$ cat config.mk
export PLATFORM = sky130hd
export DESIGN_NAME = kvst_ctrl
export DESIGN_NICKNAME = d
export VERILOG_FILES = /design/src/hdl/kvst_pkg.sv /design/src/hdl/kvst_ctrl.sv
export VERILOG_INCLUDE_DIRS = /design/src /design/src/hdl
export SDC_FILE = /design/constraint.sdc
export NUM_CORES = 1
export LEC_CHECK = 0
export BUFFER_PORTS_ARGS = -buffer_cell sky130_fd_sc_hd__clkbuf_2
export CAP_MARGIN = 15
export CELL_PAD_IN_SITES_DETAIL_PLACEMENT = 2
export CELL_PAD_IN_SITES_GLOBAL_PLACEMENT = 2
export CORE_AREA = 2 2 39 41
export CTS_CLUSTER_DIAMETER = 80
export DETAILED_ROUTE_END_ITERATION = 10
export DIE_AREA = 0 0 41 43
export GPL_ROUTABILITY_DRIVEN = 0
export PLACE_DENSITY = 0.52
export REMOVE_ABC_BUFFERS = 1
export SYNTH_ARGS = -nofsm -noshare
export SYNTH_HDL_FRONTEND = slang
export SYNTH_SLANG_ARGS = --single-unit
$ cat constraint.sdc
create_clock -name clk -period 1.7 [get_ports clk]
set_input_delay 0.085 -clock clk [delete_from_list [all_inputs] [get_ports clk]]
set_output_delay 0.085 -clock clk [all_outputs]
set_load 0.01 [all_outputs]
$ cat src/hdl/assert_macros.svh
// Assertion macros shared by the RTL modules.
`ifndef ASSERT_MACROS_SVH
`define ASSERT_MACROS_SVH

// Condition c must hold in the same cycle as a.
`define ASSERT_NOW(lbl, clk, rst_n, a, c) \
	lbl: assert property (@(posedge clk) disable iff (!rst_n) (a) |-> (c)) \
		else $error("assertion failed");

// Condition c must hold in the cycle after a.
`define ASSERT_NEXT(lbl, clk, rst_n, a, c) \
	lbl: assert property (@(posedge clk) disable iff (!rst_n) (a) |=> (c)) \
		else $error("assertion failed");

`endif

$ cat src/hdl/kvst_pkg.sv
`default_nettype none
package kvst_pkg;

	localparam int WORD_W          = 64;
	localparam int FUNC_W          = 2;
	localparam int ENTRIES_DEF     = 128;
	localparam int KEY_BYTES_DEF   = 8;
	localparam int VALUE_BYTES_DEF = 8;

	localparam logic [FUNC_W-1:0] FUNC_GET = 2'd0;
	localparam logic [FUNC_W-1:0] FUNC_PUT = 2'd1;
	localparam logic [FUNC_W-1:0] FUNC_DEL = 2'd2;

	typedef enum logic [1:0] {
		ST_OK        = 2'd0,
		ST_NOT_FOUND = 2'd1,
		ST_FULL      = 2'd2,
		ST_INVALID   = 2'd3
	} status_t;

	typedef enum logic [1:0] {
		S_CLEAR,
		S_IDLE,
		S_SCAN,
		S_DONE
	} state_t;

	// Commands from the controller to the datapath.
	typedef struct packed {
		logic clear;
		logic load;
		logic scan;
		logic finish;
	} cmd_t;

	// Status from the datapath to the controller.
	typedef struct packed {
		logic clr_last;
		logic zero_key;
		logic hit;
		logic last;
	} sts_t;

endpackage
`default_nettype wire

$ cat src/hdl/kvst_ctrl.sv
`default_nettype none
`include "assert_macros.svh"
module kvst_ctrl (
	input  wire logic          clk,
	input  wire logic          arst_n,
	input  wire logic          start,
	input  kvst_pkg::sts_t     sts,
	output kvst_pkg::cmd_t     cmd,
	output logic               busy
);
	import kvst_pkg::*;

	state_t state_q, state_d;

	always_ff @(posedge clk or negedge arst_n) begin
		if (!arst_n) begin
			state_q <= S_CLEAR;
		end else begin
			state_q <= state_d;
		end
	end

	always_comb begin
		state_d = state_q;
		cmd     = '0;
		busy    = 1'b1;
		unique case (state_q)
			S_CLEAR: begin
				cmd.clear = 1'b1;
				if (sts.clr_last) begin
					state_d = S_IDLE;
				end
			end
			S_IDLE: begin
				busy = 1'b0;
				if (start) begin
					cmd.load = 1'b1;
					state_d  = sts.zero_key ? S_DONE : S_SCAN;
				end
			end
			S_SCAN: begin
				cmd.scan = 1'b1;
				if (sts.hit || sts.last) begin
					state_d = S_DONE;
				end
			end
			S_DONE: begin
				cmd.finish = 1'b1;
				state_d    = S_IDLE;
			end
			default: begin
				state_d = S_IDLE;
			end
		endcase
	end

	`ASSERT_NEXT(a_scan_ends_in_done, clk, arst_n, state_q == S_SCAN && (sts.hit || sts.last), state_q == S_DONE)
	`ASSERT_NEXT(a_accept_goes_busy, clk, arst_n, state_q == S_IDLE && start, busy)
	`ASSERT_NOW(a_clear_blocks_load, clk, arst_n, state_q == S_CLEAR, !cmd.load && !cmd.finish)

endmodule
`default_nettype wire

==> flow_metrics.env, run 1 <==
export IMPL_antenna_left=0
export IMPL_cpPeakStageDelay_ns=0.39
export IMPL_skew_ns=0.00505
export IMPL_clock_sinks=2
export IMPL_crit_fanout=3
export IMPL_maxCapViolCount=0
export IMPL_endpoint_kind="primary output"
export IMPL_fp_dieW_um=41
export IMPL_port_buffers=11
export IMPL_ios=12
export IMPL_grt_max_degree=4
export IMPL_worst_pin_slew_ns=0.250
export IMPL_top_regs="state_q x2"
export IMPL_clk_latency_ns=0.22
export IMPL_fin_area_um2=294
export IMPL_fin_nets=46
export IMPL_ctsHtreeMaxLevel=1
export IMPL_wl_met2_um=258
export IMPL_max_freq_mhz=735
export IMPL_largest_reg_flops=2
export IMPL_overflow=0
export IMPL_setup_slack_ns=0.340
export IMPL_reg2reg_depth=4
export IMPL_slew_viol_final=0
export IMPL_avgSynthCellArea_um2=10.4
export IMPL_synth_cell_type_count=8
export IMPL_wl_per_cell_um=10.1
export IMPL_syn_inst=18
export IMPL_hold_viol_final=0
export IMPL_finalSetupViolations=0
export IMPL_crit_chain="inv_1 -> ha_1 -> inv_1 -> nor2_1 -> clkbuf_2"
export IMPL_multi_input_area_um2=118
export IMPL_post_cts_buffers=0
export IMPL_powerDensity_mw_per_mm2=1760
export IMPL_synth_top_family_by_area="adder cells"
export IMPL_critical_path_class="reg -> out"
export IMPL_fillers=163
export IMPL_synth_seq_cells=2
export IMPL_finalWirelength_um=496
export IMPL_n_antenna_cell=0
export IMPL_rrSetupSlack_ns=0.34
export IMPL_ys_warn_count=0
export IMPL_routed_top_layer="met3"
export IMPL_fin_tns_setup_ns=0
export IMPL_crit_required_ns=1.62
export IMPL_clkTransAtPathRegs_ns=0.03
export IMPL_wl_met3_um=46
export IMPL_firstDrtPassIters=2
export IMPL_num_rows=14
export IMPL_regMostFlops="state_q"
export IMPL_yosysTopAreaCell="dfrtp_1"
export IMPL_placed_area_um2=262
export IMPL_core_area_mm2=0.00138
export IMPL_hold_slack_ns=0.184
export IMPL_run_status="finished, final reports clean"
export IMPL_final_core_util_pct=21.2
export IMPL_grt_pass1_wl_um=821
export IMPL_muxShareOfSynthArea_pct=10.7
export IMPL_min_period_ns=1.36
export IMPL_ys_seq_area_share_pct=26.8
export IMPL_final_layout_size_suffix_gt1_share_pct=45.5
export IMPL_synth_area_top_cells="dfrtp_1 27%, ha_1 27%, a221oi_4 14%"
export IMPL_cts_buffers=3
export IMPL_grt_pass1_vias=217
export IMPL_synth_simple_area_share_pct=7.38
export IMPL_via_count=184
export IMPL_die_h_um=43
export IMPL_m1WireLength_um=191
export IMPL_cts_buffer_depth=2
export IMPL_remaining_drc_errors=0
export IMPL_synth_top_area_share_pct=26.8
export IMPL_synth_adder_area_share_pct=26.8
export IMPL_netlist_area_um2=186
export IMPL_synth_xor_area_share_pct=0
export IMPL_antenna_found_initial=0
export IMPL_hold_path_class="in -> async"
export IMPL_rr_startpoint="state_q[1]"
export IMPL_synth_compound_area_share_pct=18.1
export IMPL_r2r_end="state_q[1]"
export IMPL_power_static_leakage_nw=0.172
export IMPL_cts_tree="built"
export IMPL_ir_worst_vdd_mv=0.498
export IMPL_area_delta_synth_final_pct=57.7
export IMPL_grt_usage_pct=7.94
export IMPL_cp_arrival_ns=1.28
export IMPL_via_per_inst=3.76
export IMPL_drt_iter0_drc=2
export IMPL_cpMostUsedCell="inv_1"
export IMPL_root_buffer="clkbuf_4"
export IMPL_start_kind="register"
export IMPL_crit_slowest_cell="dfrtp_1"
export IMPL_layout_worst_path_cycle_share_pct=80.0
export IMPL_post_place_ws_ns=0.303
export IMPL_seq_area_um2=50.0
export IMPL_dieArea_mm2=0.00176
export IMPL_max_slew_margin_pct=83.3
export IMPL_start_util_pct=13.5
export IMPL_rsz0062_at_grt="no"
[area by class of cell]
class	instances	area share [%]
Clock buffer	3	7.66
Inverter	5	6.38
Multi-Input combinational cell	11	40.0
Sequential cell	2	17.0
Tap cell	16	6.81
Timing Repair Buffer	12	22.1
[cells by family after synthesis]
group           Yosys count
fa+ha+maj                 4
compound gates            2
mux                       2
flops                     2
buf+inv                   5
simple gates              3
[how the worst max path moves through the flow]
stage                     startpoint         end  slack, ns  cells past startpoint
final                     state_q[1]      cmd[2]       0.34                      5
after global routing      state_q[0]  state_q[1]       0.20                      5
after CTS                 state_q[1]  state_q[1]       0.30                      4
after detailed placement  state_q[0]  state_q[1]       0.30                      5
after global placement    state_q[1]  state_q[1]       0.37                      4
after floorplan           state_q[0]  state_q[0]       0.40                      5
[report_power, final]
group	internal, W	total, W	switching, W
registers	0.0000749	0.0000937	0.0000188
clock network	0.0000778	0.000104	0.0000262
logic	0.000144	0.000319	0.000175
total	0.000297	0.000517	0.000220
[worst max-delay path, delay by kind of cell (launching register included)]
family        cells  cell delay (ns)
buf+inv           3             0.32
flops             1             0.39
fa+ha+maj         1             0.26
simple gates      1             0.08
[cell usage in the layout, fill, tap and decap left out]
cell type / n
clkbuf_4: 3
a221oi_4: 1
nor2_1: 2
dlygate4sd3_1: 1
ha_1: 4
clkbuf_2: 11
a211oi_1: 1
dfrtp_1: 2
mux2i_1: 2
inv_1: 5
nor2b_1: 1
[through the flow]
step | cells | total power, W
after floorplan | 18 | 0.000323
after global placement | 45 | 0.000407
after detailed placement | 45 | 0.000422
after CTS | 49 | 0.000537
after global routing | 49 | 0.000594
final | 49 | 0.000517
[routing by layer]
metal  GRT usage [%]  up-vias
met5               0        -
met4            8.00        0
met3            4.71        0
met2            11.3       12
met1            7.10       85
li1                -       87
[cells in the mapped netlist]
cell type / count
inv_1: 5
ha_1: 4
dfrtp_1: 2
mux2i_1: 2
nor2_1: 2
a211oi_1: 1
a221oi_4: 1
nor2b_1: 1
[what timing repair did]
item / 4_1_cts / 5_1_grt
setup endpoints to repair: 0 / 0
resized for setup: 0 / 0
hold buffers: 1 / 0
hold endpoints to repair: 2 / 0
Power figures use the tool's default switching activity.
==> run 2, diff against run 1 <==
- clock period: 1.7 -> 1.4 ns (I/O delays scaled with it)
==> run 2 against run 1 <==
  * Worst hold slack got worse by 0.011 ns
  * Wire length increased by 12%
  * Register-to-register slack worse by 0.25 ns
  * Critical path type is now reg -> reg
  * Largest cell class unchanged
  * Highest routed layer unchanged
==> flow_metrics.env, run 2 (synthesis results as in run 1) <==
export IMPL_run_status="finished, final reports clean"
export IMPL_final_cell_mix="11 x clkbuf_2, 3 x inv_1, 3 x clkbuf_4"
export IMPL_wl_per_cell_um=11.3
export IMPL_final_common_cell="clkbuf_2"
export IMPL_fin_cells=49
export IMPL_remaining_drc_errors=0
export IMPL_grt_pass1_vias=214
export IMPL_overflow=0
export IMPL_via_per_inst=3.65
export IMPL_crit_slowest_cell="dfrtp_1"
export IMPL_dp_hpwl_um=412
export IMPL_grt_usage_pct=6.93
export IMPL_dieArea_mm2=0.00176
export IMPL_via_count=179
export IMPL_grt_pass1_wl_um=759
export IMPL_min_period_ns=1.31
export IMPL_final_layout_size_suffix_gt1_share_pct=66.7
export IMPL_top_regs="state_q x2"
export IMPL_final_core_util_pct=23.4
export IMPL_skew_ns=0.00390
export IMPL_crit_fanout=3
export IMPL_num_rows=14
export IMPL_n_antenna_cell=0
export IMPL_fin_area_um2=324
export IMPL_start_kind="register"
export IMPL_max_slew_margin_pct=83.4
export IMPL_placed_area_um2=262
export IMPL_hold_slack_ns=0.172
export IMPL_fillers=165
export IMPL_maxCapViolCount=0
export IMPL_cts_buffer_depth=2
export IMPL_fin_tns_setup_ns=0
export IMPL_grt_max_degree=4
export IMPL_clkTransAtPathRegs_ns=0.03
export IMPL_max_freq_mhz=761
export IMPL_largest_reg_flops=2
export IMPL_layout_worst_path_cycle_share_pct=93.8
export IMPL_powerDensity_mw_per_mm2=2200
export IMPL_critical_path_class="reg -> reg"
export IMPL_finalSetupViolations=0
export IMPL_area_delta_synth_final_pct=73.8
export IMPL_start_util_pct=13.5
export IMPL_ir_worst_vdd_mv=0.550
export IMPL_placedCellCount=45
export IMPL_post_cts_buffers=0
export IMPL_cp_arrival_ns=1.45
export IMPL_cpPeakStageDelay_ns=0.39
export IMPL_port_buffers=11
export IMPL_core_area_mm2=0.00138
export IMPL_antenna_left=0
export IMPL_drt_iter0_drc=1
export IMPL_ctsHtreeMaxLevel=1
export IMPL_antenna_found_initial=0
export IMPL_clk_latency_ns=0.22
export IMPL_fp_dieW_um=41
export IMPL_seq_area_um2=50.0
export IMPL_crit_chain="inv_2 -> ha_4 -> nor2b_4 -> a221oi_4 -> mux2i_1"
export IMPL_fin_nets=46
export IMPL_multi_input_area_um2=148
export IMPL_firstDrtPassIters=2
export IMPL_clock_sinks=2
export IMPL_die_h_um=43
export IMPL_slew_viol_final=0
export IMPL_ios=12
export IMPL_hold_path_class="in -> async"
export IMPL_hold_viol_final=0
export IMPL_endpoint_kind="register"
export IMPL_root_buffer="clkbuf_4"
export IMPL_crit_required_ns=1.53
export IMPL_power_static_leakage_nw=0.169
export IMPL_cts_tree="built"
export IMPL_finalWirelength_um=554
export IMPL_cts_buffers=3
export IMPL_worst_pin_slew_ns=0.248
export IMPL_regMostFlops="state_q"
-- run 2: cell counts in the layout (fill, tap and decap cells not counted) --
No cell type changed its count.
-- run 2: area by class of cell --
class,count,area share [%]
Clock buffer,3,6.95
Inverter,5,5.79
Multi-Input combinational cell,11,45.6
Sequential cell,2,15.4
Tap cell,16,6.18
Timing Repair Buffer,12,20.1
-- run 2: what timing repair did --
item	CTS	global route
pin swaps	1	1
cloned	0	0
gates resized for setup	3	6
endpoints found under the hold margin	2	0
setup endpoints to repair	1	3
hold buffers	1	0
-- run 2: worst max-delay path, delay by kind of cell, from the launching register on --
family	cells	cell delay (ns)
flops	1	0.39
buf+inv	1	0.08
simple gates	1	0.12
compound gates	1	0.22
mux	1	0.25
fa+ha+maj	1	0.16
-- run 2: worst paths after layout --
path	start	to	slack (ns)	cells after the start
min in group clk	sts[2]	state_q[0]	0.22	3
max reg2reg	state_q[0]	state_q[0]	0.09	5
max in group asynchronous	arst_n	state_q[1]	1.13	2
max	state_q[0]	state_q[0]	0.09	5
min	arst_n	state_q[0]	0.17	2
min reg2reg	state_q[1]	state_q[1]	0.63	2
-- run 2: where the power goes --
part | internal, W | switching, W | total (W)
Sequential | 0.0000908 | 0.0000317 | 0.000123
Clock | 0.0000945 | 0.0000321 | 0.000127
Combinational | 0.000217 | 0.000246 | 0.000463
Total | 0.000402 | 0.000310 | 0.000712
-- run 2: per-layer routing --
| layer | GRT usage [%] | vias up | share of wire, % |
|---|---|---|---|
| li1 | - | 88 | - |
| met4 | 8.00 | 0 | 0 |
| met2 | 11.3 | 12 | 56 |
| met3 | 1.57 | 0 | 11 |
| met5 | 0 | - | 0 |
| met1 | 5.79 | 79 | 32 |
-- run 2: stage by stage --
stage	total power (W)	worst slack [ns]
6_report	0.000712	0.0867
5_1_grt	0.000795	-0.000556
4_1_cts	0.000662	0.00726
3_5_place_dp	0.000516	-0.0284
3_3_place_gp	0.000496	0.0609
2_1_floorplan	0.000392	0.102
==> run 3, diff against run 2 <==
- SETUP_SLACK_MARGIN: default -> 0.3
==> run 3 against run 2 <==
  * First-iteration DRC count is the same
  * Cell count grew 2.0%
  * Sequential share of layout area shrank 0.85 points
  * Flip-flop and latch count is the same
  * Setup slack gained 0.0022 ns
  * Global-route usage grew 0.50 points
  * Register-to-register slack is essentially flat
==> flow_metrics.env, run 3 (synthesis results as in run 1) <==
export IMPL_ir_worst_vdd_mv=0.662
export IMPL_rr_startpoint="state_q[1]"
export IMPL_remaining_drc_errors=0
export IMPL_fp_dieW_um=41
export IMPL_p_switching_w=0.000338
export IMPL_cts_buffers=3
export IMPL_finalWirelength_um=570
export IMPL_top_regs="state_q x2"
export IMPL_critical_path_class="reg -> reg"
export IMPL_hold_viol_final=0
export IMPL_final_core_util_pct=25.4
export IMPL_ctsHtreeMaxLevel=1
export IMPL_crit_fanout=3
export IMPL_placed_area_um2=262
export IMPL_rrSetupSlack_ns=0.09
export IMPL_ios=12
export IMPL_fin_area_um2=352
export IMPL_largest_reg_flops=2
export IMPL_clkPwrFrac_pct=15.8
export IMPL_fin_nets=47
export IMPL_port_buffers=11
export IMPL_cts_tree="built"
export IMPL_rsz0062_at_grt="yes"
export IMPL_regMostFlops="state_q"
export IMPL_core_area_mm2=0.00138
export IMPL_worst_pin_slew_ns=0.249
export IMPL_wl_per_cell_um=11.4
export IMPL_skew_ns=0.00389
export IMPL_max_freq_mhz=763
export IMPL_final_cell_mix="8 x clkbuf_2, 3 x clkbuf_4"
export IMPL_reg2reg_depth=5
export IMPL_grt_pass1_vias=227
export IMPL_power_switching_share_pct=42.3
export IMPL_antenna_found_initial=0
export IMPL_root_buffer="clkbuf_4"
export IMPL_antenna_left=0
export IMPL_min_period_ns=1.31
export IMPL_power_frac_comb_pct=67.5
export IMPL_clock_sinks=2
export IMPL_n_antenna_cell=0
export IMPL_num_rows=14
export IMPL_drt_iter0_drc=1
export IMPL_seq_power_share_pct=16.7
export IMPL_seq_area_um2=51.3
export IMPL_slew_viol_final=0
export IMPL_cts_buffer_depth=2
export IMPL_grt_pass1_wl_um=821
export IMPL_grt_max_degree=4
export IMPL_final_layout_size_suffix_gt1_share_pct=73.5
export IMPL_start_util_pct=13.5
export IMPL_cp_arrival_ns=1.44
export IMPL_layout_worst_path_cycle_share_pct=93.6
export IMPL_die_h_um=43
export IMPL_multi_input_area_um2=158
export IMPL_grt_usage_pct=7.43
export IMPL_finalSetupViolations=0
export IMPL_firstDrtPassIters=2
export IMPL_endpoint_kind="register"
export IMPL_overflow=0
export IMPL_dieArea_mm2=0.00176
export IMPL_fillers=165
export IMPL_start_kind="register"
export IMPL_powerDensity_mw_per_mm2=2270
export IMPL_via_per_inst=3.74
export IMPL_via_count=187
export IMPL_fin_tns_setup_ns=0
export IMPL_startpoint="state_q[1]"
export IMPL_max_slew_margin_pct=83.4
export IMPL_crit_required_ns=1.53
export IMPL_r2r_end="state_q[0]"
export IMPL_internal_power_w=0.000461
export IMPL_final_common_cell="clkbuf_2"
export IMPL_cp_endpoint="state_q[0]"
export IMPL_clkTransAtPathRegs_ns=0.03
export IMPL_hold_path_class="in -> async"
export IMPL_maxCapViolCount=0
export IMPL_dp_hpwl_um=412
export IMPL_area_delta_synth_final_pct=88.6
export IMPL_run_status="finished, final reports clean"
export IMPL_clk_latency_ns=0.22
export IMPL_power_static_leakage_nw=0.177
==> run 3: area by class of cell <==
class,count,share of cell area [%]
clock buffers,3,6.41
inverters,5,6.05
multi-input cells,11,44.8
flip-flops and latches,2,14.6
well taps,16,5.69
repair buffers,13,22.4
==> run 3: through the flow <==
stage / worst slack (ns) / hold slack (ns) / instances / power (W)
2_1_floorplan: 0.102 / -0.226 / 18 / 0.000392
3_3_place_gp: 0.0609 / -0.144 / 45 / 0.000496
3_5_place_dp: -0.0284 / -0.142 / 45 / 0.000516
4_1_cts: 0.0459 / 0.150 / 49 / 0.000705
5_1_grt: 0.00599 / 0.176 / 50 / 0.000884
6_report: 0.0889 / 0.172 / 50 / 0.000799
==> run 3: per-layer routing <==
layer | wire, um | track usage [%] | vias to the layer above
met2 | 323 | 12.5 | 12
met5 | 0 | 0 | -
met4 | 0 | 8.00 | 0
met1 | 184 | 6.11 | 85
li1 | - | - | 90
met3 | 63 | 1.57 | 0
==> run 3: worst max-delay path, stage by stage (launching register included) <==
cell	delay (ns)
dfrtp_1	0.37
inv_2	0.09
ha_4	0.16
nor2b_4	0.12
a221oi_4	0.22
mux2i_1	0.25
==> run 3: what timing repair did <==
| action | CTS | global route |
|---|---|---|
| buffers inserted | 0 | 1 |
| gates resized for setup | 8 | 9 |
| pin swaps | 1 | 4 |
| hold endpoints to repair | 2 | 0 |
| hold buffers | 1 | 0 |
| endpoints found under the setup margin | 6 | 6 |
==> run 3: worst min path at each step <==
stage,slack [ns],depth (start not counted),end
2_1_floorplan,-0.23,0,state_q[0]
3_3_place_gp,-0.14,1,state_q[1]
3_5_place_dp,-0.14,1,state_q[1]
4_1_cts,0.15,2,state_q[0]
5_1_grt,0.18,2,state_q[0]
6_report,0.17,2,state_q[0]
==> run 3: power groups by stage <==
stage	logic [W]	registers (W)	clock network, W
floorplan	0.000282	0.000110	0
global placement	0.000383	0.000113	0
detailed placement	0.000398	0.000118	0
CTS	0.000447	0.000123	0.000135
global route	0.000605	0.000139	0.000140
finish	0.000539	0.000133	0.000127
